[src/hw/rtl/assert_macros.svh]
// assertion macros shared by the mandelbrot escape-time rtl
// no dependencies; the assertions are left out when SYNTHESIS is defined
`ifndef ASSERT_MACROS_SVH
`define ASSERT_MACROS_SVH

`ifndef SYNTHESIS

// property must hold at every clock edge outside reset
`define MBE_ASSERT(lbl, prop) \
  lbl: assert property (@(posedge clk_i) disable iff (!rst_ni) prop) \
    else $error("mbe assertion failed");

// expression must never be true outside reset
`define MBE_ASSERT_NEVER(lbl, expr) \
  lbl: assert property (@(posedge clk_i) disable iff (!rst_ni) !(expr)) \
    else $error("mbe assertion failed");

`else

`define MBE_ASSERT(lbl, prop)
`define MBE_ASSERT_NEVER(lbl, expr)

`endif

`endif

[src/hw/rtl/mbe_pkg.sv]
// types, constants and fixed-point helpers for the mandelbrot escape-time block
// no dependencies
package mbe_pkg;

  localparam int unsigned CW         = 32;
  localparam int unsigned FRAC_BITS  = 28;
  localparam int unsigned MAX_DIM    = 4096;
  localparam int unsigned ITER_WIDTH = 16;
  localparam int unsigned COL_W      = 12;
  localparam int unsigned DIM_W      = 13;
  localparam int unsigned SPAN_W     = 31;
  localparam int unsigned CFG_IDX_W  = 3;
  localparam int unsigned CFG_DATA_W = 32;
  localparam int unsigned JQ_DEPTH   = 2;

  // quotient bits of the divider and the shift that decides saturation
  localparam int unsigned QW        = CW - 1;
  localparam int unsigned SAT_SHIFT = QW - FRAC_BITS;
  localparam int unsigned MAG_W     = 2 * CW - FRAC_BITS;

  localparam logic signed [CW-1:0] CMAX = {1'b0, {(CW-1){1'b1}}};
  localparam logic signed [CW-1:0] CMIN = {1'b1, {(CW-1){1'b0}}};
  localparam logic [QW-1:0]        QMAX = {QW{1'b1}};
  localparam logic signed [CW-1:0] HALF = CW'(64'd1 << (FRAC_BITS - 1));
  localparam logic [CW:0]          FOUR = (CW+1)'(64'd4 << FRAC_BITS);
  localparam logic [MAG_W-1:0]     MAG_MAXP = MAG_W'(CMAX);
  localparam logic [MAG_W-1:0]     MAG_MAXN = MAG_W'(1) << (CW - 1);

  // register indexes
  localparam logic [CFG_IDX_W-1:0] REG_CENTER_REAL     = 3'd0;
  localparam logic [CFG_IDX_W-1:0] REG_CENTER_IMAG     = 3'd1;
  localparam logic [CFG_IDX_W-1:0] REG_ZOOM_SPAN       = 3'd2;
  localparam logic [CFG_IDX_W-1:0] REG_ASPECT_FACTOR   = 3'd3;
  localparam logic [CFG_IDX_W-1:0] REG_FRAME_WIDTH     = 3'd4;
  localparam logic [CFG_IDX_W-1:0] REG_FRAME_HEIGHT    = 3'd5;
  localparam logic [CFG_IDX_W-1:0] REG_ITERATION_LIMIT = 3'd6;

  localparam logic signed [CW-1:0]   RST_CENTER_REAL     = '0;
  localparam logic signed [CW-1:0]   RST_CENTER_IMAG     = '0;
  localparam logic [SPAN_W-1:0]      RST_ZOOM_SPAN       = 31'd805306368;
  localparam logic [SPAN_W-1:0]      RST_ASPECT_FACTOR   = 31'd268435456;
  localparam logic [DIM_W-1:0]       RST_FRAME_WIDTH     = 13'd640;
  localparam logic [DIM_W-1:0]       RST_FRAME_HEIGHT    = 13'd480;
  localparam logic [ITER_WIDTH-1:0]  RST_ITERATION_LIMIT = 16'd1000;

  typedef struct packed {
    logic [COL_W-1:0] pixel_column;
    logic [COL_W-1:0] pixel_row;
  } pix_t;

  typedef struct packed {
    logic [COL_W-1:0]      out_column;
    logic [COL_W-1:0]      out_row;
    logic [ITER_WIDTH-1:0] iteration_count;
  } res_t;

  typedef struct packed {
    logic signed [CW-1:0]  center_real;
    logic signed [CW-1:0]  center_imag;
    logic [SPAN_W-1:0]     zoom_span;
    logic [SPAN_W-1:0]     aspect_factor;
    logic [DIM_W-1:0]      frame_width;
    logic [DIM_W-1:0]      frame_height;
    logic [ITER_WIDTH-1:0] iteration_limit;
  } cfg_t;

  // mapped point handed from the front to the iteration engine
  typedef struct packed {
    logic [COL_W-1:0]     col;
    logic [COL_W-1:0]     row;
    logic signed [CW-1:0] cr;
    logic signed [CW-1:0] ci;
  } job_t;

  typedef struct packed {
    logic          start;
    logic [QW-1:0] num;
    logic [QW-1:0] den;
  } div_req_t;

  typedef struct packed {
    logic          done;
    logic [QW-1:0] quot;
  } div_rsp_t;

  function automatic logic signed [CW-1:0] sat_add(input logic signed [CW-1:0] a,
                                                   input logic signed [CW-1:0] b);
    logic signed [CW:0] s;
    s = {a[CW-1], a} + {b[CW-1], b};
    if (s[CW] != s[CW-1]) begin
      return s[CW] ? CMIN : CMAX;
    end
    return s[CW-1:0];
  endfunction

  function automatic logic [CW-1:0] mag_of(input logic signed [CW-1:0] a);
    logic [CW-1:0] u;
    u = a;
    return u[CW-1] ? (~u + CW'(1)) : u;
  endfunction

  // scale a magnitude product back to the fixed-point grid, apply sign, saturate
  function automatic logic signed [CW-1:0] mul_fin(input logic [2*CW-1:0] prod,
                                                   input logic neg);
    logic [MAG_W-1:0] mag;
    logic [CW-1:0]    low;
    mag = prod[2*CW-1:FRAC_BITS];
    low = mag[CW-1:0];
    if (!neg) begin
      if (mag > MAG_MAXP) begin
        return CMAX;
      end
      return $signed(low);
    end
    if (mag > MAG_MAXN) begin
      return CMIN;
    end
    return $signed(~low + CW'(1));
  endfunction

  // zero acts as one, anything above the largest frame acts as the largest frame
  function automatic logic [DIM_W-1:0] dim_of(input logic [DIM_W-1:0] d);
    if (d == '0) begin
      return DIM_W'(1);
    end
    if (d > DIM_W'(MAX_DIM)) begin
      return DIM_W'(MAX_DIM);
    end
    return d;
  endfunction

endpackage

[src/hw/rtl/mbe_job_queue.sv]
// short queue of mapped points between the front and the iteration engine
// depends on mbe_pkg
module mbe_job_queue import mbe_pkg::*; (
  input  logic clk_i,
  input  logic rst_ni,
  input  logic push_i,
  input  job_t data_i,
  output logic full_o,
  input  logic pop_i,
  output job_t data_o,
  output logic empty_o
);

  localparam int unsigned PTR_W = (JQ_DEPTH > 1) ? $clog2(JQ_DEPTH) : 1;
  localparam int unsigned CNT_W = $clog2(JQ_DEPTH + 1);

  job_t             mem_q [JQ_DEPTH];
  logic [PTR_W-1:0] wr_ptr_q, wr_ptr_d;
  logic [PTR_W-1:0] rd_ptr_q, rd_ptr_d;
  logic [CNT_W-1:0] cnt_q, cnt_d;
  logic             do_wr, do_rd;

  assign full_o  = cnt_q == CNT_W'(JQ_DEPTH);
  assign empty_o = cnt_q == '0;
  assign do_wr   = push_i && !full_o;
  assign do_rd   = pop_i && !empty_o;
  assign data_o  = mem_q[rd_ptr_q];

  always_comb begin
    wr_ptr_d = wr_ptr_q;
    rd_ptr_d = rd_ptr_q;
    cnt_d    = cnt_q;
    if (do_wr) begin
      wr_ptr_d = (wr_ptr_q == PTR_W'(JQ_DEPTH - 1)) ? '0 : wr_ptr_q + PTR_W'(1);
    end
    if (do_rd) begin
      rd_ptr_d = (rd_ptr_q == PTR_W'(JQ_DEPTH - 1)) ? '0 : rd_ptr_q + PTR_W'(1);
    end
    case ({do_wr, do_rd})
      2'b10:   cnt_d = cnt_q + CNT_W'(1);
      2'b01:   cnt_d = cnt_q - CNT_W'(1);
      default: cnt_d = cnt_q;
    endcase
  end

  always_ff @(posedge clk_i or negedge rst_ni) begin
    if (!rst_ni) begin
      wr_ptr_q <= '0;
      rd_ptr_q <= '0;
      cnt_q    <= '0;
    end else begin
      wr_ptr_q <= wr_ptr_d;
      rd_ptr_q <= rd_ptr_d;
      cnt_q    <= cnt_d;
    end
  end

  always_ff @(posedge clk_i) begin
    if (do_wr) begin
      mem_q[wr_ptr_q] <= data_i;
    end
  end

endmodule

[config.mk]
export PLATFORM = sky130hd
export DESIGN_NAME = mbe_job_queue
export DESIGN_NICKNAME = d
export VERILOG_FILES = /design/src/hw/rtl/assert_macros.svh /design/src/hw/rtl/mbe_pkg.sv /design/src/hw/rtl/mbe_job_queue.sv
export SDC_FILE = /design/constraint.sdc
export NUM_CORES = 1
export LEC_CHECK = 0
export BUFFER_PORTS_ARGS = -buffer_cell sky130_fd_sc_hd__buf_2
export CAP_MARGIN = 20
export CELL_PAD_IN_SITES_DETAIL_PLACEMENT = 0
export CELL_PAD_IN_SITES_GLOBAL_PLACEMENT = 2
export CORE_MARGIN = 10
export CORE_UTILIZATION = 42
export CTS_BUF_LIST = sky130_fd_sc_hd__clkbuf_8
export DETAILED_ROUTE_END_ITERATION = 10
export GPL_ROUTABILITY_DRIVEN = 0
export HOLD_SLACK_MARGIN = 0.08
export PLACE_DENSITY = 0.85
export SYNTH_ARGS = -nofsm -noshare
export SYNTH_HDL_FRONTEND = slang
export SYNTH_SLANG_ARGS = --single-unit
[constraint.sdc]
create_clock -name clk_i -period 9.1 [get_ports clk_i]
set_input_delay 1.82 -clock clk_i [delete_from_list [all_inputs] [get_ports clk_i]]
set_output_delay 1.82 -clock clk_i [all_outputs]
set_load 0.02 [all_outputs]
==> results by group <==
Route
  • Vias: 3,336
  • DR pass1 iterations: 5
  • Post-DR wirelength/cell: 18.9 µm
  • Initial DRC Count: 241
  • Antenna viol nets, final: 0
  • DRC: 0
  • Vias per inst: 4.69
  • Wirelength, routed: 13.4 mm

Synthesis
  • Top_reg_cell synth: edfxtp_1
  • Average size of a mapped cell: 22.5 µm²
  • Post-Syn Area: 6580 µm²
  • Number of synthesized flops with an enable pin: 176
  • Yosys cell types: 15
  • Synth Register Bits: 180
  • Post-Synthesis Cells: 292
  • Ys async rst share: 2.22%
  • Register area share after synthesis: 81.9%
  • Syn nets: 385
  • Yosys warns: 0

Setup path
  • Worst R2R Start: cnt_q[0]
  • Critical path capture point type: primary output
  • Critical Path Source Type: flip-flop
  • Arr. time, crit path: 2550 ps
  • Reg2reg path depth: 3
  • Max stage delay on crit path: 810 ps
  • Crit-path max FO: 48
  • Slowest cell on crit path: dfrtp_4
  • Cell breakdown of the critical path: buf_4, mux2_2, buf_2
  • Worst Path Required: 7280 ps
  • Worst Setup SP: rd_ptr_q
  • WS Path Type: flip-flop to primary output

Clock network
  • CTS Buffer Depth: 2
  • Skew-Pair Late Insertion Delay: 440 ps
  • TritonCTS clock tree: yes
  • Root Buffer: clkbuf_8
  • Num CTS Buffers: 17
  • H-Tree Level Count: 4
  • Clk sinks: 180
  • # hold bufs at CTS: 0
  • Clock transition at the registers of the reported paths: 80 ps
  • CTS resizes: 0
  • Setup Buffers After CTS: 0

Min path
  • Hold-critical path depth: 1
  • Hold Startpoint: cnt_q[1]
  • Hold Crit Class: flip-flop to flip-flop

Flow run
  • Max Cap Viol: 0

STA
  • Final period utilization: 48.0%
  • Setup Skew: 9.91 ps
  • Relative slew slack: 53.8%
  • RSZ-0062 raised after global routing: no
  • Slew @ Worst Pin: 692 ps
  • Setup tns final: 0 ps
  • Final setup vio count: 0
  • Final max-slew violation count: 0
  • Achievable Freq: 229 MHz
  • Final Hold Fails: 0
  • Min Tclk post-route: 4370 ps

GRT
  • GRT overflow: 0
  • Largest net degree at the start of global routing: 51
  • Vias in the first global route: 3,733
  • Antenna violations before repair: 2
  • GRT Resource Usage Total: 12.6%
  • First-pass GRT wire length: 20.6 mm

Place
  • Placed wire-length estimate: 9.39 mm
  • I/O Buffers: 181
  • Post-placement cell area: 7740 µm²

Die
  • Die area: 21,100 µm²
  • Initial Util: 43.1%
  • Die Ht: 145 µm
  • Row count: 45
  • Width of the die: 145 µm
  • Top Ports: 182
  • Core area: 15,300 µm²

Finish
  • Final nets: 579
  • P&R area growth vs syn: 23.1%
  • Commonest non-fill, non-tap cell in the layout: buf_2
  • Share of layout cells above drive strength 1: 59.9%
  • Most frequent cells in the layout: buf_2 (181), edfxtp_1 (176), mux2_2 (78)
  • Design area: 8100 µm²

Status
  • Status: complete, no violations

Pwr
  • Pwr/cell area: 322 nW/µm²
  • Peak VDD IR: 249 µV
  • LEAKAGE: 3.04 nW
[state kept, by name, indices dropped and copies added (netlist names)]
| register | flops |
|---|---|
| mem_q | 176 |
| cnt_q | 2 |
| rd_ptr_q | 1 |
| wr_ptr_q | 1 |
[layer usage]
layer | track usage (%) | up-vias | part of all wire [%]
met5 | 0 | - | 0.097
met4 | 4.65 | 2 | 1.6
met3 | 6.05 | 20 | 8.1
met2 | 19.5 | 129 | 47
met1 | 15.1 | 1647 | 43
li1 | - | 1538 | -
[critical path, delay by kind of cell (launching register included)]
kind	cells	cell delay, ps
flops	1	810
buf+inv	2	820
mux	1	430
[cells by family after synthesis]
| group | share of synthesized area, % |
|---|---|
| simple gates | 0.514 |
| fa+ha+maj | 0.190 |
| flops | 81.9 |
| buf+inv | 1.10 |
| mux | 15.6 |
| xor+xnor | 0.666 |
[metrics by stage]
stage                     utilization [%]  power (mW)  worst slack (ps)  cells  hold WS, ps
after floorplan                         -        1.86              2980    292          461
after global placement               50.6        2.13              5000    677          479
after detailed placement             50.7        2.15              5170    678          484
after CTS                            53.0        2.65              4660    710          496
after global routing                 53.1        2.75              4560    711          535
final                                53.1        2.60              4730    711          495
[synthesized netlist by cell type, types with 2 or more instances]
master    number  area share (%)
buf_2          7            0.53
buf_6          3            0.51
dfrtp_1        4             1.5
edfxtp_1     176              80
mux2_2        78              13
mux2_4        10             2.3
nor2_1         3            0.17
xnor2_1        3            0.40
xor2_1         2            0.27
[power breakdown]
group / switching, mW / internal (mW) / leakage (nW)
clock network: 0.262 / 0.235 / 0.181
logic: 0.536 / 0.358 / 1.18
registers: 0.0792 / 1.13 / 1.68
[cell type report]
cell class	count	area [µm²]
fillers	1252	7160
diodes	1	2.50
clock buffers	17	234
clock inverters	15	123
flip-flops and latches	180	5390
multi-input cells	101	1130
inverters	1	3.75
well taps	211	264
repair buffers	185	948
[worst paths after layout]
kind,end,slack (ps)
min in group asynchronous,wr_ptr_q,1160
worst max-delay path,data_o[79],4730
max in group asynchronous,rd_ptr_q,7800
worst min register to register,cnt_q[1],490
worst max register to register,mem_q[1][61],6840
worst min-delay path,cnt_q[1],490
Power figures use the tool's default switching activity.
