--- config.mk ---
export PLATFORM = sky130hd
export DESIGN_NAME = mbe_front
export DESIGN_NICKNAME = d
export VERILOG_FILES = /design/src/hw/rtl/mbe_pkg.sv /design/src/hw/rtl/mbe_front.sv
export VERILOG_INCLUDE_DIRS = /design/src /design/src/hw/rtl
export SDC_FILE = /design/constraint.sdc
export NUM_CORES = 2
export LEC_CHECK = 0
export ABC_AREA = 1
export BUFFER_PORTS_ARGS = -buffer_cell sky130_fd_sc_hd__buf_2
export CORE_MARGIN = 2
export CORE_UTILIZATION = 55
export CTS_CLUSTER_DIAMETER = 60
export CTS_CLUSTER_SIZE = 24
export DETAILED_ROUTE_END_ITERATION = 7
export PLACE_DENSITY = 0.75
export SLEW_MARGIN = 20
export SYNTH_ARGS = -nofsm -noshare
export SYNTH_HDL_FRONTEND = slang
export SYNTH_SLANG_ARGS = --single-unit
--- constraint.sdc ---
create_clock -name clk_i -period 8.03 [get_ports clk_i]
set_clock_uncertainty 0.15 [all_clocks]
set_input_delay 1.606 -clock clk_i [delete_from_list [all_inputs] [get_ports clk_i]]
set_output_delay 1.606 -clock clk_i [all_outputs]
set_load 0.02 [all_outputs]
--- src/hw/rtl/assert_macros.svh ---
// assertion macros shared by the mandelbrot escape-time rtl
// no dependencies; the assertions are left out when SYNTHESIS is defined
`ifndef ASSERT_MACROS_SVH
`define ASSERT_MACROS_SVH

`ifndef SYNTHESIS

// property must hold at every clock edge outside reset
`define MBE_ASSERT(lbl, prop) \
  lbl: assert property (@(posedge clk_i) disable iff (!rst_ni) prop) \
    else $error("mbe assertion failed");

// expression must never be true outside reset
`define MBE_ASSERT_NEVER(lbl, expr) \
  lbl: assert property (@(posedge clk_i) disable iff (!rst_ni) !(expr)) \
    else $error("mbe assertion failed");

`else

`define MBE_ASSERT(lbl, prop)
`define MBE_ASSERT_NEVER(lbl, expr)

`endif

`endif

--- src/hw/rtl/mbe_pkg.sv ---
// types, constants and fixed-point helpers for the mandelbrot escape-time block
// no dependencies
package mbe_pkg;

  localparam int unsigned CW         = 32;
  localparam int unsigned FRAC_BITS  = 28;
  localparam int unsigned MAX_DIM    = 4096;
  localparam int unsigned ITER_WIDTH = 16;
  localparam int unsigned COL_W      = 12;
  localparam int unsigned DIM_W      = 13;
  localparam int unsigned SPAN_W     = 31;
  localparam int unsigned CFG_IDX_W  = 3;
  localparam int unsigned CFG_DATA_W = 32;
  localparam int unsigned JQ_DEPTH   = 2;

  // quotient bits of the divider and the shift that decides saturation
  localparam int unsigned QW        = CW - 1;
  localparam int unsigned SAT_SHIFT = QW - FRAC_BITS;
  localparam int unsigned MAG_W     = 2 * CW - FRAC_BITS;

  localparam logic signed [CW-1:0] CMAX = {1'b0, {(CW-1){1'b1}}};
  localparam logic signed [CW-1:0] CMIN = {1'b1, {(CW-1){1'b0}}};
  localparam logic [QW-1:0]        QMAX = {QW{1'b1}};
  localparam logic signed [CW-1:0] HALF = CW'(64'd1 << (FRAC_BITS - 1));
  localparam logic [CW:0]          FOUR = (CW+1)'(64'd4 << FRAC_BITS);
  localparam logic [MAG_W-1:0]     MAG_MAXP = MAG_W'(CMAX);
  localparam logic [MAG_W-1:0]     MAG_MAXN = MAG_W'(1) << (CW - 1);

  // register indexes
  localparam logic [CFG_IDX_W-1:0] REG_CENTER_REAL     = 3'd0;
  localparam logic [CFG_IDX_W-1:0] REG_CENTER_IMAG     = 3'd1;
  localparam logic [CFG_IDX_W-1:0] REG_ZOOM_SPAN       = 3'd2;
  localparam logic [CFG_IDX_W-1:0] REG_ASPECT_FACTOR   = 3'd3;
  localparam logic [CFG_IDX_W-1:0] REG_FRAME_WIDTH     = 3'd4;
  localparam logic [CFG_IDX_W-1:0] REG_FRAME_HEIGHT    = 3'd5;
  localparam logic [CFG_IDX_W-1:0] REG_ITERATION_LIMIT = 3'd6;

  localparam logic signed [CW-1:0]   RST_CENTER_REAL     = '0;
  localparam logic signed [CW-1:0]   RST_CENTER_IMAG     = '0;
  localparam logic [SPAN_W-1:0]      RST_ZOOM_SPAN       = 31'd805306368;
  localparam logic [SPAN_W-1:0]      RST_ASPECT_FACTOR   = 31'd268435456;
  localparam logic [DIM_W-1:0]       RST_FRAME_WIDTH     = 13'd640;
  localparam logic [DIM_W-1:0]       RST_FRAME_HEIGHT    = 13'd480;
  localparam logic [ITER_WIDTH-1:0]  RST_ITERATION_LIMIT = 16'd1000;

  typedef struct packed {
    logic [COL_W-1:0] pixel_column;
    logic [COL_W-1:0] pixel_row;
  } pix_t;

  typedef struct packed {
    logic [COL_W-1:0]      out_column;
    logic [COL_W-1:0]      out_row;
    logic [ITER_WIDTH-1:0] iteration_count;
  } res_t;

  typedef struct packed {
    logic signed [CW-1:0]  center_real;
    logic signed [CW-1:0]  center_imag;
    logic [SPAN_W-1:0]     zoom_span;
    logic [SPAN_W-1:0]     aspect_factor;
    logic [DIM_W-1:0]      frame_width;
    logic [DIM_W-1:0]      frame_height;
    logic [ITER_WIDTH-1:0] iteration_limit;
  } cfg_t;

  // mapped point handed from the front to the iteration engine
  typedef struct packed {
    logic [COL_W-1:0]     col;
    logic [COL_W-1:0]     row;
    logic signed [CW-1:0] cr;
    logic signed [CW-1:0] ci;
  } job_t;

  typedef struct packed {
    logic          start;
    logic [QW-1:0] num;
    logic [QW-1:0] den;
  } div_req_t;

  typedef struct packed {
    logic          done;
    logic [QW-1:0] quot;
  } div_rsp_t;

  function automatic logic signed [CW-1:0] sat_add(input logic signed [CW-1:0] a,
                                                   input logic signed [CW-1:0] b);
    logic signed [CW:0] s;
    s = {a[CW-1], a} + {b[CW-1], b};
    if (s[CW] != s[CW-1]) begin
      return s[CW] ? CMIN : CMAX;
    end
    return s[CW-1:0];
  endfunction

  function automatic logic [CW-1:0] mag_of(input logic signed [CW-1:0] a);
    logic [CW-1:0] u;
    u = a;
    return u[CW-1] ? (~u + CW'(1)) : u;
  endfunction

  // scale a magnitude product back to the fixed-point grid, apply sign, saturate
  function automatic logic signed [CW-1:0] mul_fin(input logic [2*CW-1:0] prod,
                                                   input logic neg);
    logic [MAG_W-1:0] mag;
    logic [CW-1:0]    low;
    mag = prod[2*CW-1:FRAC_BITS];
    low = mag[CW-1:0];
    if (!neg) begin
      if (mag > MAG_MAXP) begin
        return CMAX;
      end
      return $signed(low);
    end
    if (mag > MAG_MAXN) begin
      return CMIN;
    end
    return $signed(~low + CW'(1));
  endfunction

  // zero acts as one, anything above the largest frame acts as the largest frame
  function automatic logic [DIM_W-1:0] dim_of(input logic [DIM_W-1:0] d);
    if (d == '0) begin
      return DIM_W'(1);
    end
    if (d > DIM_W'(MAX_DIM)) begin
      return DIM_W'(MAX_DIM);
    end
    return d;
  endfunction

endpackage

--- src/hw/rtl/mbe_front.sv ---
// front end: takes a pixel and maps it to the point c of the complex plane
// depends on mbe_pkg, mbe_divider (through its request/response ports), assert_macros.svh
`include "assert_macros.svh"

module mbe_front import mbe_pkg::*; (
  input  logic     clk_i,
  input  logic     rst_ni,
  input  cfg_t     cfg_i,
  input  logic     push_i,
  input  pix_t     pix_i,
  output logic     full_o,
  output logic     job_push_o,
  input  logic     job_full_i,
  output job_t     job_o,
  output div_req_t div_req_o,
  input  div_rsp_t div_rsp_i
);

  localparam logic [3:0] F_IDLE = 4'd0;
  localparam logic [3:0] F_ZX   = 4'd1;
  localparam logic [3:0] F_ZX2  = 4'd2;
  localparam logic [3:0] F_DZ   = 4'd3;
  localparam logic [3:0] F_DX   = 4'd4;
  localparam logic [3:0] F_DY   = 4'd5;
  localparam logic [3:0] F_MX   = 4'd6;
  localparam logic [3:0] F_CX   = 4'd7;
  localparam logic [3:0] F_CY   = 4'd8;

  logic [3:0]           state_q, state_d;
  logic [COL_W-1:0]     col_q, col_d;
  logic [COL_W-1:0]     row_q, row_d;
  logic [2*CW-1:0]      prod_q, prod_d;
  logic signed [CW-1:0] zx_q, zx_d;
  logic signed [CW-1:0] zy_q, zy_d;
  logic signed [CW-1:0] tx_q, tx_d;
  logic signed [CW-1:0] ty_q, ty_d;
  logic signed [CW-1:0] cr_q, cr_d;

  logic [SPAN_W-1:0]    asp_eff;
  logic [DIM_W-1:0]     dim_w, dim_h;
  logic [CW-1:0]        mul_a, mul_b;
  logic signed [CW-1:0] t_new;
  logic signed [CW-1:0] ci_w;
  logic                 div_wait;

  assign asp_eff = (cfg_i.aspect_factor == '0) ? SPAN_W'(1) : cfg_i.aspect_factor;
  assign dim_w   = dim_of(cfg_i.frame_width);
  assign dim_h   = dim_of(cfg_i.frame_height);
  // pos / dim - 1/2
  assign t_new   = $signed({1'b0, div_rsp_i.quot}) - HALF;
  assign ci_w    = sat_add(cfg_i.center_imag, mul_fin(prod_q, ty_q[CW-1]));

  assign full_o     = state_q != F_IDLE;
  assign job_push_o = (state_q == F_CY) && !job_full_i;
  assign job_o      = '{col: col_q, row: row_q, cr: cr_q, ci: ci_w};
  assign div_wait   = state_q inside {F_DZ, F_DX, F_DY};

  // one shared multiplier: zoom*aspect, then x span * |tx|, then y span * |ty|
  always_comb begin
    case (state_q)
      F_MX: begin
        mul_a = zx_q;
        mul_b = mag_of(tx_q);
      end
      F_CX: begin
        mul_a = zy_q;
        mul_b = mag_of(ty_q);
      end
      default: begin
        mul_a = CW'(cfg_i.zoom_span);
        mul_b = CW'(asp_eff);
      end
    endcase
  end

  always_comb begin
    div_req_o.start = 1'b0;
    div_req_o.num   = '0;
    div_req_o.den   = '0;
    case (state_q)
      F_ZX2: begin
        div_req_o.start = 1'b1;
        div_req_o.num   = cfg_i.zoom_span;
        div_req_o.den   = asp_eff;
      end
      F_DZ: begin
        div_req_o.start = div_rsp_i.done;
        div_req_o.num   = QW'(col_q);
        div_req_o.den   = QW'(dim_w);
      end
      F_DX: begin
        div_req_o.start = div_rsp_i.done;
        div_req_o.num   = QW'(row_q);
        div_req_o.den   = QW'(dim_h);
      end
      default: begin
        div_req_o.start = 1'b0;
      end
    endcase
  end

  always_comb begin
    state_d = state_q;
    col_d   = col_q;
    row_d   = row_q;
    prod_d  = prod_q;
    zx_d    = zx_q;
    zy_d    = zy_q;
    tx_d    = tx_q;
    ty_d    = ty_q;
    cr_d    = cr_q;
    case (state_q)
      F_IDLE: begin
        if (push_i) begin
          col_d   = pix_i.pixel_column;
          row_d   = pix_i.pixel_row;
          state_d = F_ZX;
        end
      end
      F_ZX: begin
        prod_d  = (2*CW)'(mul_a) * (2*CW)'(mul_b);
        state_d = F_ZX2;
      end
      F_ZX2: begin
        zx_d    = mul_fin(prod_q, 1'b0);
        state_d = F_DZ;
      end
      F_DZ: begin
        if (div_rsp_i.done) begin
          zy_d    = $signed({1'b0, div_rsp_i.quot});
          state_d = F_DX;
        end
      end
      F_DX: begin
        if (div_rsp_i.done) begin
          tx_d    = t_new;
          state_d = F_DY;
        end
      end
      F_DY: begin
        if (div_rsp_i.done) begin
          ty_d    = t_new;
          state_d = F_MX;
        end
      end
      F_MX: begin
        prod_d  = (2*CW)'(mul_a) * (2*CW)'(mul_b);
        state_d = F_CX;
      end
      F_CX: begin
        cr_d    = sat_add(cfg_i.center_real, mul_fin(prod_q, tx_q[CW-1]));
        prod_d  = (2*CW)'(mul_a) * (2*CW)'(mul_b);
        state_d = F_CY;
      end
      F_CY: begin
        if (!job_full_i) begin
          state_d = F_IDLE;
        end
      end
      default: begin
        state_d = F_IDLE;
      end
    endcase
  end

  always_ff @(posedge clk_i or negedge rst_ni) begin
    if (!rst_ni) begin
      state_q <= F_IDLE;
    end else begin
      state_q <= state_d;
    end
  end

  always_ff @(posedge clk_i) begin
    col_q  <= col_d;
    row_q  <= row_d;
    prod_q <= prod_d;
    zx_q   <= zx_d;
    zy_q   <= zy_d;
    tx_q   <= tx_d;
    ty_q   <= ty_d;
    cr_q   <= cr_d;
  end

  `MBE_ASSERT(a_accept_starts, push_i && !full_o |=> state_q == F_ZX)
  `MBE_ASSERT(a_free_after_handoff, $fell(full_o) |-> $past(job_push_o))
  `MBE_ASSERT(a_div_done_waited, div_rsp_i.done |-> div_wait)

endmodule

==> metrics.cfg <==
[run_status]
status = finished, violations left
failed_checks = negative setup slack

[sta]
fin_setup_tns_ns = -19.74
period_needed_ns = 8.73
relSlewSlack_pct = 30.3
setup_viol_count_final = 36
final_max_slew_viol_count = 0
fin_crit_sh_pct = 109
clock.fmax_mhz = 115
finalWorstSetupSlack_ns = -0.702
hold_viol_final = 0
rsz0062_at_grt = true
worst_pin_slew_ns = 1.04

[synthesis]
yosys.area_share.adder_pct = 43.6
ys_top_cells_by_count = 1693 x inv_1, 1617 x nand2_1, 897 x fa_1
mappedNetlistArea_um2 = 50600
syn_inst = 6499
synth_fp_nets = 7952
synthSimpleGateAreaFrac_pct = 18.6
synthArstFlopShare_pct = 1.79
synth-compound-area-share_pct = 7.79
ys_warn_count = 0
synth_top_family_by_area = adder cells
synth_top_cell_area_share_pct = 35.5
synth-xor-area-share_pct = 1.66
yosysSeqAreaShare_pct = 13.2
yosys-top-cells-area = fa_1 35%, edfxtp_1 13%, inv_1 13%, nand2_1 12%, ha_1 8.1%
synthMuxAreaShare_pct = 0
synth_edf_count = 219
synth_top_cell_by_area = fa_1
ys_seq_elements = 223
yosysMostFrequentCell = inv_1
synthFlopType = edfxtp_1
synth_area_per_cell_um2 = 7.79
post_synth_num_cell_types = 67

[clocking]
cts_buffers = 15
cts_hold_buf = 0
clkLatencyLatePin_ns = 0.52
cts_tree = done
h-tree-depth = 1
cts_sinks = 223
clockBufferDepth = 3
clock_tree.root_cell = clkbuf_16
path_clk_slew_ns = 0.10

[placed_design]
place_inst = 8497
dp_hpwl_um = 147000
post-place-ws_ns = -1.12
gp_congestion = 1.03
portBuffers = 364

[finish]
nets = 8851
seqCellArea_um2 = 6680
multiInputGateArea_um2 = 38800
fillers = 7225
drive_above_1_share_pct = 23.4
syn2layout_area_growth_pct = 24.1
fin_util_pct = 68.7
final_cell_count_no_fill = 8604

[drt]
drt-initial-drc-count = 4779
drc = 0
via_count = 47100
finalWirelength_um = 178000
vias_per_cell = 5.47
drt_pass1_iterations = 6
antenna_left = 0
routedWlPerCell_um = 20.7

[critical_path]
crit_path_end_kind = flip-flop
slowest_stage = fa_2
cp-start-kind = flip-flop
path_max_fanout = 5
path_class = reg -> reg
rr_startpoint = ty_q[0]
reg2regPathDepth = 35
critPathLaunch = ty_q[0]
critPathArrivalTime_ns = 8.85
cp_slowest_stage_delay_ns = 0.58
crit_required_ns = 8.14

[floorplanning]
die-area_um2 = 94500
ios = 381
core_area_um2 = 91400
die_w_um = 307
rows = 111
dieHeight_um = 307
initial_core_util_pct = 55.4

[hold_path]
hold_class = reg -> reg
min_delay_path_depth = 2
min-delay-start = prod_q[29]

[grt]
grt_pass1_wl_um = 268000
antenna_found_initial = 9
grt_overflow = 0
grt_max_degree = 58
grt_pass1_vias = 47800
grtUsageTotal_pct = 37.2

[job]
cap_violations = 0

## sequential cells by signal (all words and copies together) (netlist names)
| name | cells |
|---|---|
| state_q | 4 |
| col_q | 12 |
| tx_q | 32 |
| zy_q | 31 |
| cr_q | 32 |
| row_q | 12 |
| prod_q | 36 |
| zx_q | 32 |
| ty_q | 32 |
## final timing paths
path | endpoint | slack, ns
worst max-delay path | prod_q[56] | -0.70
worst min-delay path | zx_q[1] | 0.50
worst max register to register | prod_q[56] | -0.70
worst min register to register | zx_q[1] | 0.50
max in group asynchronous | state_q[2] | 6.88
min in group asynchronous | state_q[0] | 0.72
## timing repair
action | CTS | global route
endpoints found under the hold margin | 0 | 0
setup buffers | 36 | 35
pin swaps | 100 | 117
gates cloned | 3 | 1
setup endpoints to repair | 36 | 62
gates resized for setup | 452 | 213
## cell type report
cell class	instances	area share, %
Clock inverter	8	0.181
Inverter	1730	10.4
Timing Repair Buffer	1129	14.1
Clock buffer	17	0.609
Multi-Input combinational cell	4299	61.7
Antenna cell	12	0.0478
Tap cell	1186	2.36
Sequential cell	223	10.6
## cells in the final DEF, fill, tap and decap left out, types with 25 or more instances in the layout
cell / Yosys / layout
buf_4: 13 / 632
inv_1: 1693 / 1634
inv_2: 28 / 85
nor2_2: 12 / 44
nor2_1: 390 / 315
xnor2_1: 29 / 28
buf_6: 17 / 49
nand3_1: 156 / 131
fa_1: 897 / 858
a21oi_2: 13 / 57
xor2_1: 63 / 53
o21ai_1: 18 / 40
ha_4: 0 / 38
buf_12: 0 / 76
ha_1: 328 / 287
edfxtp_1: 219 / 219
nand3_2: 8 / 25
nor3_1: 47 / 42
fa_2: 0 / 39
nor2_4: 4 / 47
o21bai_1: 26 / 26
o21ai_0: 232 / 185
nand2_1: 1617 / 1522
buf_2: 72 / 364
o21a_1: 32 / 32
o211ai_1: 37 / 37
nand2_2: 8 / 83
a21oi_1: 203 / 135
## cells by family after synthesis
family | after synthesis
and+or+nand+nor | 2316
buffers and inverters | 1977
adders and majority gates | 1225
AOI/OAI and AO/OA | 663
DFF | 223
xor gates and xnor gates | 94
other | 1
## critical path, delay by kind of cell, from the launching register on
kind,cells,cell delay (ns)
DFF,1,0.39
buffers and inverters,7,0.65
AOI/OAI and AO/OA,9,1.49
xor gates and xnor gates,1,0.21
and+or+nand+nor,8,0.99
adders and majority gates,10,4.59
## per-stage QoR
stage               hold WS, ns  cell area, um^2
floorplan                 0.395            50900
global placement          0.468            59000
detailed placement        0.467            59000
CTS                       0.486            61700
global route              0.512            62800
finish                    0.497            62800
## layer usage
layer  GRT usage (%)  vias to the layer above  wire length (um)  share of wire, %
met5               0                        -                 0                 0
met3            5.51                      566             16400               9.3
li1                -                    21100                 -                 -
met1            48.6                    23000             66900                38
met2            61.3                     2419             83300                47
met4            17.5                        0             11100               6.3
Power is not shown: default switching activity piles up to over one toggle a cycle in this logic, so the estimate is an artifact.
