[src/hw/rtl/assert_macros.svh]
// assertion macros shared by the mandelbrot escape-time rtl
// no dependencies; the assertions are left out when SYNTHESIS is defined
`ifndef ASSERT_MACROS_SVH
`define ASSERT_MACROS_SVH

`ifndef SYNTHESIS

// property must hold at every clock edge outside reset
`define MBE_ASSERT(lbl, prop) \
  lbl: assert property (@(posedge clk_i) disable iff (!rst_ni) prop) \
    else $error("mbe assertion failed");

// expression must never be true outside reset
`define MBE_ASSERT_NEVER(lbl, expr) \
  lbl: assert property (@(posedge clk_i) disable iff (!rst_ni) !(expr)) \
    else $error("mbe assertion failed");

`else

`define MBE_ASSERT(lbl, prop)
`define MBE_ASSERT_NEVER(lbl, expr)

`endif

`endif

[src/hw/rtl/mbe_pkg.sv]
// types, constants and fixed-point helpers for the mandelbrot escape-time block
// no dependencies
package mbe_pkg;

  localparam int unsigned CW         = 32;
  localparam int unsigned FRAC_BITS  = 28;
  localparam int unsigned MAX_DIM    = 4096;
  localparam int unsigned ITER_WIDTH = 16;
  localparam int unsigned COL_W      = 12;
  localparam int unsigned DIM_W      = 13;
  localparam int unsigned SPAN_W     = 31;
  localparam int unsigned CFG_IDX_W  = 3;
  localparam int unsigned CFG_DATA_W = 32;
  localparam int unsigned JQ_DEPTH   = 2;

  // quotient bits of the divider and the shift that decides saturation
  localparam int unsigned QW        = CW - 1;
  localparam int unsigned SAT_SHIFT = QW - FRAC_BITS;
  localparam int unsigned MAG_W     = 2 * CW - FRAC_BITS;

  localparam logic signed [CW-1:0] CMAX = {1'b0, {(CW-1){1'b1}}};
  localparam logic signed [CW-1:0] CMIN = {1'b1, {(CW-1){1'b0}}};
  localparam logic [QW-1:0]        QMAX = {QW{1'b1}};
  localparam logic signed [CW-1:0] HALF = CW'(64'd1 << (FRAC_BITS - 1));
  localparam logic [CW:0]          FOUR = (CW+1)'(64'd4 << FRAC_BITS);
  localparam logic [MAG_W-1:0]     MAG_MAXP = MAG_W'(CMAX);
  localparam logic [MAG_W-1:0]     MAG_MAXN = MAG_W'(1) << (CW - 1);

  // register indexes
  localparam logic [CFG_IDX_W-1:0] REG_CENTER_REAL     = 3'd0;
  localparam logic [CFG_IDX_W-1:0] REG_CENTER_IMAG     = 3'd1;
  localparam logic [CFG_IDX_W-1:0] REG_ZOOM_SPAN       = 3'd2;
  localparam logic [CFG_IDX_W-1:0] REG_ASPECT_FACTOR   = 3'd3;
  localparam logic [CFG_IDX_W-1:0] REG_FRAME_WIDTH     = 3'd4;
  localparam logic [CFG_IDX_W-1:0] REG_FRAME_HEIGHT    = 3'd5;
  localparam logic [CFG_IDX_W-1:0] REG_ITERATION_LIMIT = 3'd6;

  localparam logic signed [CW-1:0]   RST_CENTER_REAL     = '0;
  localparam logic signed [CW-1:0]   RST_CENTER_IMAG     = '0;
  localparam logic [SPAN_W-1:0]      RST_ZOOM_SPAN       = 31'd805306368;
  localparam logic [SPAN_W-1:0]      RST_ASPECT_FACTOR   = 31'd268435456;
  localparam logic [DIM_W-1:0]       RST_FRAME_WIDTH     = 13'd640;
  localparam logic [DIM_W-1:0]       RST_FRAME_HEIGHT    = 13'd480;
  localparam logic [ITER_WIDTH-1:0]  RST_ITERATION_LIMIT = 16'd1000;

  typedef struct packed {
    logic [COL_W-1:0] pixel_column;
    logic [COL_W-1:0] pixel_row;
  } pix_t;

  typedef struct packed {
    logic [COL_W-1:0]      out_column;
    logic [COL_W-1:0]      out_row;
    logic [ITER_WIDTH-1:0] iteration_count;
  } res_t;

  typedef struct packed {
    logic signed [CW-1:0]  center_real;
    logic signed [CW-1:0]  center_imag;
    logic [SPAN_W-1:0]     zoom_span;
    logic [SPAN_W-1:0]     aspect_factor;
    logic [DIM_W-1:0]      frame_width;
    logic [DIM_W-1:0]      frame_height;
    logic [ITER_WIDTH-1:0] iteration_limit;
  } cfg_t;

  // mapped point handed from the front to the iteration engine
  typedef struct packed {
    logic [COL_W-1:0]     col;
    logic [COL_W-1:0]     row;
    logic signed [CW-1:0] cr;
    logic signed [CW-1:0] ci;
  } job_t;

  typedef struct packed {
    logic          start;
    logic [QW-1:0] num;
    logic [QW-1:0] den;
  } div_req_t;

  typedef struct packed {
    logic          done;
    logic [QW-1:0] quot;
  } div_rsp_t;

  function automatic logic signed [CW-1:0] sat_add(input logic signed [CW-1:0] a,
                                                   input logic signed [CW-1:0] b);
    logic signed [CW:0] s;
    s = {a[CW-1], a} + {b[CW-1], b};
    if (s[CW] != s[CW-1]) begin
      return s[CW] ? CMIN : CMAX;
    end
    return s[CW-1:0];
  endfunction

  function automatic logic [CW-1:0] mag_of(input logic signed [CW-1:0] a);
    logic [CW-1:0] u;
    u = a;
    return u[CW-1] ? (~u + CW'(1)) : u;
  endfunction

  // scale a magnitude product back to the fixed-point grid, apply sign, saturate
  function automatic logic signed [CW-1:0] mul_fin(input logic [2*CW-1:0] prod,
                                                   input logic neg);
    logic [MAG_W-1:0] mag;
    logic [CW-1:0]    low;
    mag = prod[2*CW-1:FRAC_BITS];
    low = mag[CW-1:0];
    if (!neg) begin
      if (mag > MAG_MAXP) begin
        return CMAX;
      end
      return $signed(low);
    end
    if (mag > MAG_MAXN) begin
      return CMIN;
    end
    return $signed(~low + CW'(1));
  endfunction

  // zero acts as one, anything above the largest frame acts as the largest frame
  function automatic logic [DIM_W-1:0] dim_of(input logic [DIM_W-1:0] d);
    if (d == '0) begin
      return DIM_W'(1);
    end
    if (d > DIM_W'(MAX_DIM)) begin
      return DIM_W'(MAX_DIM);
    end
    return d;
  endfunction

endpackage

[src/hw/rtl/mbe_divider.sv]
// restoring fixed-point divider: floor(num * 2^FRAC_BITS / den), saturated
// depends on mbe_pkg
module mbe_divider import mbe_pkg::*; (
  input  logic     clk_i,
  input  logic     rst_ni,
  input  div_req_t req_i,
  output div_rsp_t rsp_o
);

  localparam int unsigned CNT_W = $clog2(QW + 1);

  logic             busy_q, busy_d;
  logic [CNT_W-1:0] cnt_q, cnt_d;
  logic             sat_q, sat_d;
  logic [QW-1:0]    rem_q, rem_d;
  logic [QW-1:0]    sh_q, sh_d;
  logic [QW-1:0]    quo_q, quo_d;
  logic [QW-1:0]    den_q, den_d;
  logic [QW:0]      part;
  logic [QW:0]      diff;
  logic             ge;

  always_comb begin
    busy_d = busy_q;
    cnt_d  = cnt_q;
    sat_d  = sat_q;
    rem_d  = rem_q;
    sh_d   = sh_q;
    quo_d  = quo_q;
    den_d  = den_q;
    part   = {rem_q, sh_q[QW-1]};
    diff   = part - {1'b0, den_q};
    ge     = part >= {1'b0, den_q};
    if (req_i.start) begin
      busy_d = 1'b1;
      cnt_d  = CNT_W'(QW);
      // quotient overflows the signed range exactly when num / 2^SAT_SHIFT >= den
      sat_d  = (req_i.num >> SAT_SHIFT) >= req_i.den;
      rem_d  = req_i.num >> SAT_SHIFT;
      sh_d   = req_i.num << FRAC_BITS;
      den_d  = req_i.den;
      quo_d  = '0;
    end else if (busy_q) begin
      if (cnt_q != '0) begin
        rem_d = ge ? diff[QW-1:0] : part[QW-1:0];
        quo_d = {quo_q[QW-2:0], ge};
        sh_d  = sh_q << 1;
        cnt_d = cnt_q - CNT_W'(1);
      end else begin
        busy_d = 1'b0;
      end
    end
  end

  always_ff @(posedge clk_i or negedge rst_ni) begin
    if (!rst_ni) begin
      busy_q <= 1'b0;
      cnt_q  <= '0;
    end else begin
      busy_q <= busy_d;
      cnt_q  <= cnt_d;
    end
  end

  always_ff @(posedge clk_i) begin
    sat_q <= sat_d;
    rem_q <= rem_d;
    sh_q  <= sh_d;
    quo_q <= quo_d;
    den_q <= den_d;
  end

  assign rsp_o.done = busy_q && (cnt_q == '0);
  assign rsp_o.quot = sat_q ? QMAX : quo_q;

endmodule

[config.mk]
export PLATFORM = sky130hd
export DESIGN_NAME = mbe_divider
export DESIGN_NICKNAME = d
export VERILOG_FILES = /design/src/hw/rtl/assert_macros.svh /design/src/hw/rtl/mbe_pkg.sv /design/src/hw/rtl/mbe_divider.sv
export SDC_FILE = /design/constraint.sdc
export NUM_CORES = 1
export LEC_CHECK = 0
export BUFFER_PORTS_ARGS = -buffer_cell sky130_fd_sc_hd__buf_2
export CAP_MARGIN = 20
export CORE_MARGIN = 2
export CORE_UTILIZATION = 55
export DETAILED_ROUTE_END_ITERATION = 10
export PLACE_DENSITY = 0.77
export SKIP_LAST_GASP = 1
export SLEW_MARGIN = 20
export SYNTH_ARGS = -nofsm -noshare
export SYNTH_HDL_FRONTEND = slang
export SYNTH_SLANG_ARGS = --single-unit
[constraint.sdc]
create_clock -name clk_i -period 5.6 [get_ports clk_i]
set_input_delay 1.4 -clock clk_i [delete_from_list [all_inputs] [get_ports clk_i]]
set_output_delay 1.4 -clock clk_i [all_outputs]
set_load 0.01 [all_outputs]
==> run summary, run 1 <==
die area: 13,200 um2
Global Route Usage Sum: 23.6%
commonest non-fill, non-tap cells in the layout: nand2_1 (105), buf_2 (95), a21oi_1 (69)
Final nets: 942
Clock Sinks: 103
port bufs: 96
Synth area leaders: edfxtp_1 (28%), ha_1 (11%), dfxtp_1 (10%)
average size of a mapped cell: 9.21 um2
Max VDD drop: 0.190 mV
Clock Skew: 9.78 ps
clock buffer depth: 2
Placed Instances: 951
crit path DAT: 4100 ps
ratio of cells with drive above 1 in the final layout: 21.2%
Max FO, Critical Path: 23
Tmin final: 3990 ps
routed len/inst: 15.6 um
Cells after Synth: 734
max cap viols: 0
Non-Filler Cell Area, Final: 7640 um2
vias: 5,411
First-pass DRT Iterations: 4
Non-Filler Instances: 967
final worst slack: 1610 ps
core box area: 12,000 um2
final period utilization: 71.3%
top-level I/O count: 97
Clk Latency, worst-skew pair: 360 ps
post-cts repair resize count: 0
Setup TNS: 0 ps
status: complete, no violations
Num CTS Buffers: 9
Final Hold Viols: 0
Post-Syn Nets: 861
post-route antenna net violation count: 0
Chip Width: 115 um
Syn Std Cell Area: 6760 um2
WL final: 15,100 um
Leak: 3.45 nW
initial core utilization: 56.3%
worst slew pin tran: 971 ps
Rel. slew slack: 35.3%
global-route wire length before repair: 24,600 um
register area share after synthesis: 40.3%
largest area contributor in the netlist: edfxtp_1
initial antenna violation count: 0
Startpoint Class: flop
Crit Path Category: reg2reg
setup bufs post-CTS: 0
PnR Total Power: 3.25 mW
vias in the first global route: 5,256
area delta synth->final: 13.0%
fin. max-slew vios: 0
Residual DRC: 0
pin count of the biggest net entering global routing: 85
count of state elements after synthesis: 103
fraction of registers with async set/reset: 5.83%
Netlist cell types: 68
final setup vio count: 0
DP Worst Slack: 1620 ps
Critical Path End Type: flop
RSZ-0062 raised after global routing: no
Area after DPL: 7330 um2
Detail Placement HPWL: 11,200 um
CTS Hold Buffers Added: 0
1st-iter DRT viols: 308
Ant. Diodes: 0
Vias/cell: 5.60
worst hold path class: reg2reg
CTS tree: done
most used flip-flop cell after synthesis: edfxtp_1
gp weighted congestion: 0.932
commonest non-fill, non-tap cell in the layout: nand2_1
Die Ht: 115 um
Root Driver: clkbuf_16
PwrDens: 426 nW/um2
grt total ovfl: 0
Clock transition at path regs: 70 ps
Yosys top cell area share: 28.0%
number of synthesized flops with an enable pin: 63
Critical Path RT: 5710 ps
H-tree lvl count: 3
row cnt: 40
fmax: 0.250 GHz
Ys Warns: 0
-- through the flow --
stage / utilization [%] / hold slack, ps
2_1_floorplan: - / 432
3_3_place_gp: 61.1 / 439
3_5_place_dp: 61.1 / 454
4_1_cts: 63.6 / 464
5_1_grt: 63.6 / 482
6_report: 63.6 / 463
-- report_power, final --
group	leakage, nW	internal, mW	switching (mW)
combinational	2.32	0.675	0.884
clock	0.150	0.358	0.294
sequential	0.982	0.964	0.0761
-- area by class of cell --
type	instances	area, um2
fill	1008	4370
multi-input combinational	534	3650
sequential	103	2720
timing repair buffer	102	528
clock buffer	13	283
inverter	65	244
tap	147	184
clock inverter	3	22.5
-- registers in the layout, indices dropped and copies added, names as in the netlist --
| signal | cells |
|---|---|
| busy_q | 1 |
| cnt_q | 5 |
| den_q | 31 |
| quo_q | 31 |
| rem_q | 31 |
| sat_q | 1 |
| sh_q | 3 |
-- cells in the mapped netlist, drive strengths merged (8+ instances only) --
cell type and n:
a21oi 69, mux2 11, dfxtp 34, ha 61
nand3 10, xnor2 17, o21a 8, inv 65
xor2 11, o21ai 41, nor3 10, clkbuf 25
nand2b 10, nor2 25, or2 32, a21o 18
mux2i 22, nand4 9, nand2 107, and2 8
edfxtp 63
-- metal layers --
layer | track usage, % | vias up | part of all wire [%]
li1 | - | 2736 | -
met1 | 30.6 | 2534 | 45
met2 | 40.2 | 121 | 50
met3 | 3.16 | 20 | 3.7
met4 | 9.56 | 0 | 1.8
met5 | 0 | - | 0
-- critical path, cell delays in order (launching register included) --
cell	delay [ps]
edfxtp_1	380
ha_1	220
fa_1	390
and2b_1	210
o21ai_1	60
nand2b_1	140
a31oi_2	160
o41a_1	470
a21bo_1	230
a31oi_4	760
buf_4	340
mux2i_1	100
mux2_2	260
-- cell families (layout without fill, tap and decap cells) --
kind of cell	Yosys count	in the layout	synth area share (%)
buffers and inverters	97	183	5.86
DFF	103	103	40.3
adders and majority gates	62	62	11.6
and+or+nand+nor	233	233	17.0
AOI/OAI and AO/OA	178	178	16.5
muxes	33	33	5.09
xor gates and xnor gates	28	28	3.63
-- final timing paths --
check,from,to,slack (ps),cells past startpoint
max in group asynchronous,rst_ni,cnt_q[4],4610,1
hold / removal,quo_q[30],quo_q[30],460,2
min in group asynchronous,rst_ni,cnt_q[1],840,1
setup reg to reg,den_q[0],rem_q[0],1610,12
setup / recovery,den_q[0],rem_q[0],1610,12
hold reg to reg,quo_q[30],quo_q[30],460,2
Note: power is estimated with default switching activity, not from simulation.
==> run 2: changes to the inputs <==
- clock period: 5.6 -> 3.8 ns (I/O delays scaled with it)
==> run 2 against run 1 <==
- critical endpoint is now rem_q[12]
- clock power is 60% higher
- routed wire length fell by 1.4%
- total power up 51%
- hold slack worse by 57 ps
- global-route usage is 0.32 points lower
- critical path depth decreased by 1
- clock skew barely moved
- flip-flop and latch count unchanged
- first-iteration DRC count rose by 16%
- worst setup slack worse by 1300 ps
- cell count increased by 0.41%
- die area did not move
==> run summary, run 2 (synthesis results as in run 1) <==
status: complete, no violations
vias: 5,459
Ant. Diodes: 0
Root Driver: clkbuf_16
Rel. slew slack: 50.6%
RR Endpoint: rem_q[12]
final worst slack: 352 ps
H-tree lvl count: 3
Max FO, Critical Path: 7
global-route wire length before repair: 24,500 um
port bufs: 96
First-pass DRT Iterations: 5
clock buffer depth: 2
Fillers: 1,036
die area: 13,200 um2
CTS tree: done
DP Worst Slack: 373 ps
Max VDD drop: 0.444 mV
Reg area: 2720 um2
post-route antenna net violation count: 0
WHS: 406 ps
initial antenna violation count: 0
flop-to-flop setup slack: 350 ps
multi-input logic area: 3650 um2
crit path DAT: 3560 ps
commonest non-fill, non-tap cells in the layout: nand2_1 (105), buf_2 (95), a21oi_1 (69)
Startpoint Class: flop
initial core utilization: 56.3%
pin count of the biggest net entering global routing: 68
core box area: 12,000 um2
area delta synth->final: 14.2%
row cnt: 40
Residual DRC: 0
grt total ovfl: 0
Tmin final: 3450 ps
WL final: 14,900 um
Global Route Usage Sum: 23.3%
Crit Path Category: reg2reg
Leak: 3.50 nW
vias in the first global route: 5,201
final period utilization: 90.7%
worst slew pin tran: 736 ps
Clk Latency, worst-skew pair: 360 ps
worst reg-to-reg path cell count: 11
max cap viols: 0
fmax: 0.290 GHz
Num CTS Buffers: 9
1st-iter DRT viols: 356
fin. max-slew vios: 0
Die Ht: 115 um
worst hold path class: in2async
post-cts repair resize count: 0
gp weighted congestion: 0.948
crit path to: rem_q[12]
Detail Placement HPWL: 11,100 um
Critical Path RT: 3910 ps
Setup TNS: 0 ps
Chip Width: 115 um
Clock Sinks: 103
RSZ-0062 raised after global routing: no
Final nets: 946
origin of the critical flop-to-flop path: den_q[0]
CTS Hold Buffers Added: 0
ratio of cells with drive above 1 in the final layout: 21.8%
Largest regs: den_q x31, quo_q x31, rem_q x31
final setup vio count: 0
routed len/inst: 15.3 um
Final Hold Viols: 0
Clock transition at path regs: 70 ps
Clock Skew: 9.86 ps
Critical Path End Type: flop
commonest non-fill, non-tap cell in the layout: nand2_1
Setup crit start: den_q[0]
top-level I/O count: 97
Vias/cell: 5.62
setup bufs post-CTS: 0
PwrDens: 635 nW/um2
-- run 2: changes by cell type in the layout (fill, tap and decap cells not counted) --
cell and change:
buf_4 +3, clkbuf_1 -2, buf_12 +1, bufinv_16 +1, clkbuf_8 +1, clkinv_4 -1, inv_8 +1
-- run 2: final cells by class --
type	count	area share [%]
Multi-Input combinational cell	534	47.3
Sequential cell	103	35.3
Clock buffer	12	3.74
Timing Repair Buffer	106	7.39
Clock inverter	4	0.713
Tap cell	147	2.38
Inverter	65	3.16
-- run 2: routing by layer --
metal  routed length [um]  global-route usage, %
met1                 6590                   30.1
met2                 7210                   38.9
met3                  781                   5.59
met4                  313                   7.39
met5                    0                      0
-- run 2: how the worst min path moves through the flow --
stage | from | end | slack [ps] | cells after the start
global placement | quo_q[30] | quo_q[30] | 440 | 2
floorplan | quo_q[30] | quo_q[30] | 430 | 2
CTS | rst_ni | cnt_q[3] | 400 | 1
detailed placement | quo_q[30] | quo_q[30] | 450 | 2
finish | rst_ni | cnt_q[2] | 410 | 1
global route | rst_ni | cnt_q[2] | 390 | 1
-- run 2: power breakdown --
part           switching, mW  internal (mW)  total, mW
clock                  0.427          0.615       1.04
sequential             0.116           1.42       1.54
combinational           1.29           1.03       2.32
total                   1.83           3.07       4.90
-- run 2: stage by stage --
step | power [mW] | utilization [%] | cell area (um2) | std cells
CTS | 4.91 | 64.3 | 7720 | 971
global route | 5.23 | 64.3 | 7720 | 971
global placement | 3.77 | 61.4 | 7380 | 955
floorplan | 3.33 | - | 6760 | 734
detailed placement | 3.83 | 61.4 | 7380 | 955
finish | 4.90 | 64.3 | 7720 | 971
-- run 2: worst max-delay path: stages (launching register included) --
cell and delay [ps]:
edfxtp_1 380, ha_1 220, fa_1 410, and2b_1 210, o21ai_1 60, nand2b_1 140, a31oi_2 160, o41a_1 470
a21bo_1 230, a31oi_4 280, mux2_2 370, mux2_2 270
==> run 3: changes to the inputs <==
- ABC_CLOCK_PERIOD_IN_PS: not set -> 3800
- CORE_UTILIZATION: 55 -> 58
- CTS_CLUSTER_SIZE: not set -> 12
- PLACE_DENSITY: 0.77 -> 0.81
==> run 3 against run 2 <==
- global-route usage up 1.0 points
- combinational power is essentially flat
- register-to-register slack got worse by 60 ps
- highest routed layer unchanged
==> run summary, run 3 (synthesis results as in run 1) <==
post-route antenna net violation count: 0
multi-input logic area: 3650 um2
combinational share of power: 48.6%
WL final: 14,900 um
area delta synth->final: 13.5%
Tmin final: 3510 ps
commonest non-fill, non-tap cells in the layout: nand2_1 (105), buf_2 (95), a21oi_1 (69)
routed len/inst: 15.4 um
Clock Sinks: 103
max cap viols: 0
port bufs: 96
die area: 12,500 um2
Critical Path End Type: flop
Sequential Power Share: 32.0%
met3 usage: 5.55%
Final Hold Viols: 0
Sw Ratio: 38.5%
Crit Path Category: reg2reg
Psw: 1.85 mW
post-cts repair resize count: 0
initial antenna violation count: 0
grt total ovfl: 0
Clk Latency, worst-skew pair: 360 ps
global-route wire length before repair: 24,700 um
Crit-path slowest cell: o41a_1
Largest regs: den_q x31, quo_q x31, rem_q x31
Max FO, Critical Path: 10
final period utilization: 92.4%
Startpoint Class: flop
Placed Instances: 952
PnR Total Power: 4.80 mW
crit path DAT: 3620 ps
vias in the first global route: 5,213
initial core utilization: 59.2%
slowest stage delay, CP: 490 ps
H-tree lvl count: 3
worst slew pin tran: 749 ps
Num CTS Buffers: 9
CTS tree: done
final worst slack: 290 ps
Fillers: 932
Leak: 3.47 nW
core box area: 11,400 um2
fin. max-slew vios: 0
setup bufs post-CTS: 0
Non-Filler Instances: 968
grt met1 use: 31.5%
worst hold path class: in2async
row cnt: 39
First-pass DRT Iterations: 4
Rel. slew slack: 50.1%
WP buf/inv: 1
Non-Filler Cell Area, Final: 7670 um2
Max VDD drop: 0.517 mV
DP Worst Slack: 365 ps
gp weighted congestion: 0.969
ratio of cells with drive above 1 in the final layout: 21.8%
PwrDens: 625 nW/um2
Critical Path RT: 3910 ps
Setup TNS: 0 ps
1st-iter DRT viols: 319
Chip Width: 112 um
final setup vio count: 0
Root Driver: clkbuf_16
Pint: 2.95 mW
Clock transition at path regs: 70 ps
Reg area: 2720 um2
Die Ht: 112 um
clock buffer depth: 2
Clock power frac: 19.4%
final core utilization: 67.2%
Ant. Diodes: 0
Global Route Usage Sum: 24.4%
fmax: 0.285 GHz
CTS Hold Buffers Added: 0
pin count of the biggest net entering global routing: 64
gr busiest metal: met2
Area after DPL: 7380 um2
met2 usage: 41.5%
RSZ-0062 raised after global routing: no
Residual DRC: 0
Clock Skew: 12.1 ps
top-level I/O count: 97
family with the most delay on the worst path: compound AO/OA/AOI/OAI gates
WHS: 400 ps
Final nets: 947
status: complete, no violations
Vias/cell: 5.63
crit-path cells: ha_1 -> fa_1 -> and2b_1 -> o21ai_1 -> nand2b_1 -> a31oi_2 -> o41a_1 -> a21bo_1 -> a31oi_4 -> buf_4 -> mux2i_1 -> mux2_2
commonest non-fill, non-tap cell in the layout: nand2_1
vias: 5,446
Detail Placement HPWL: 11,100 um
## run 3: worst register-to-register path: stages, from the launching register on
cell	delay, ps
edfxtp_1	380
ha_1	220
fa_1	410
and2b_1	210
o21ai_1	50
nand2b_1	150
a31oi_2	170
o41a_1	490
a21bo_1	230
a31oi_4	290
buf_4	290
mux2i_1	100
mux2_2	260
## run 3: final cells by class
type	instances	area share (%)
multi-input cells	534	47.6
clock buffers	12	3.41
clock inverters	4	0.456
well taps	143	2.33
flip-flops and latches	103	35.5
inverters	65	3.18
repair buffers	107	7.53
## run 3: worst paths after layout
path,from,endpoint,slack (ps),cells past startpoint
worst max-delay path,den_q[0],rem_q[0],290,12
worst min-delay path,rst_ni,busy_q,400,1
worst max register to register,den_q[0],rem_q[0],290,12
worst min register to register,quo_q[22],quo_q[23],470,2
max in group asynchronous,rst_ni,cnt_q[0],3260,1
min in group clk_i,quo_q[22],quo_q[23],470,2
## run 3: power by group through the flow
stage,registers [mW],clock network (mW),logic [mW]
6_report,1.53,0.931,2.33
5_1_grt,1.55,0.990,2.58
4_1_cts,1.53,0.948,2.31
3_5_place_dp,1.55,0,2.29
3_3_place_gp,1.55,0,2.22
2_1_floorplan,1.52,0,1.82
## run 3: routing by layer
layer | share of wire, % | routed length, um
met5 | 0 | 0
met4 | 1.3 | 196
met3 | 4.4 | 663
met2 | 50 | 7410
met1 | 45 | 6660
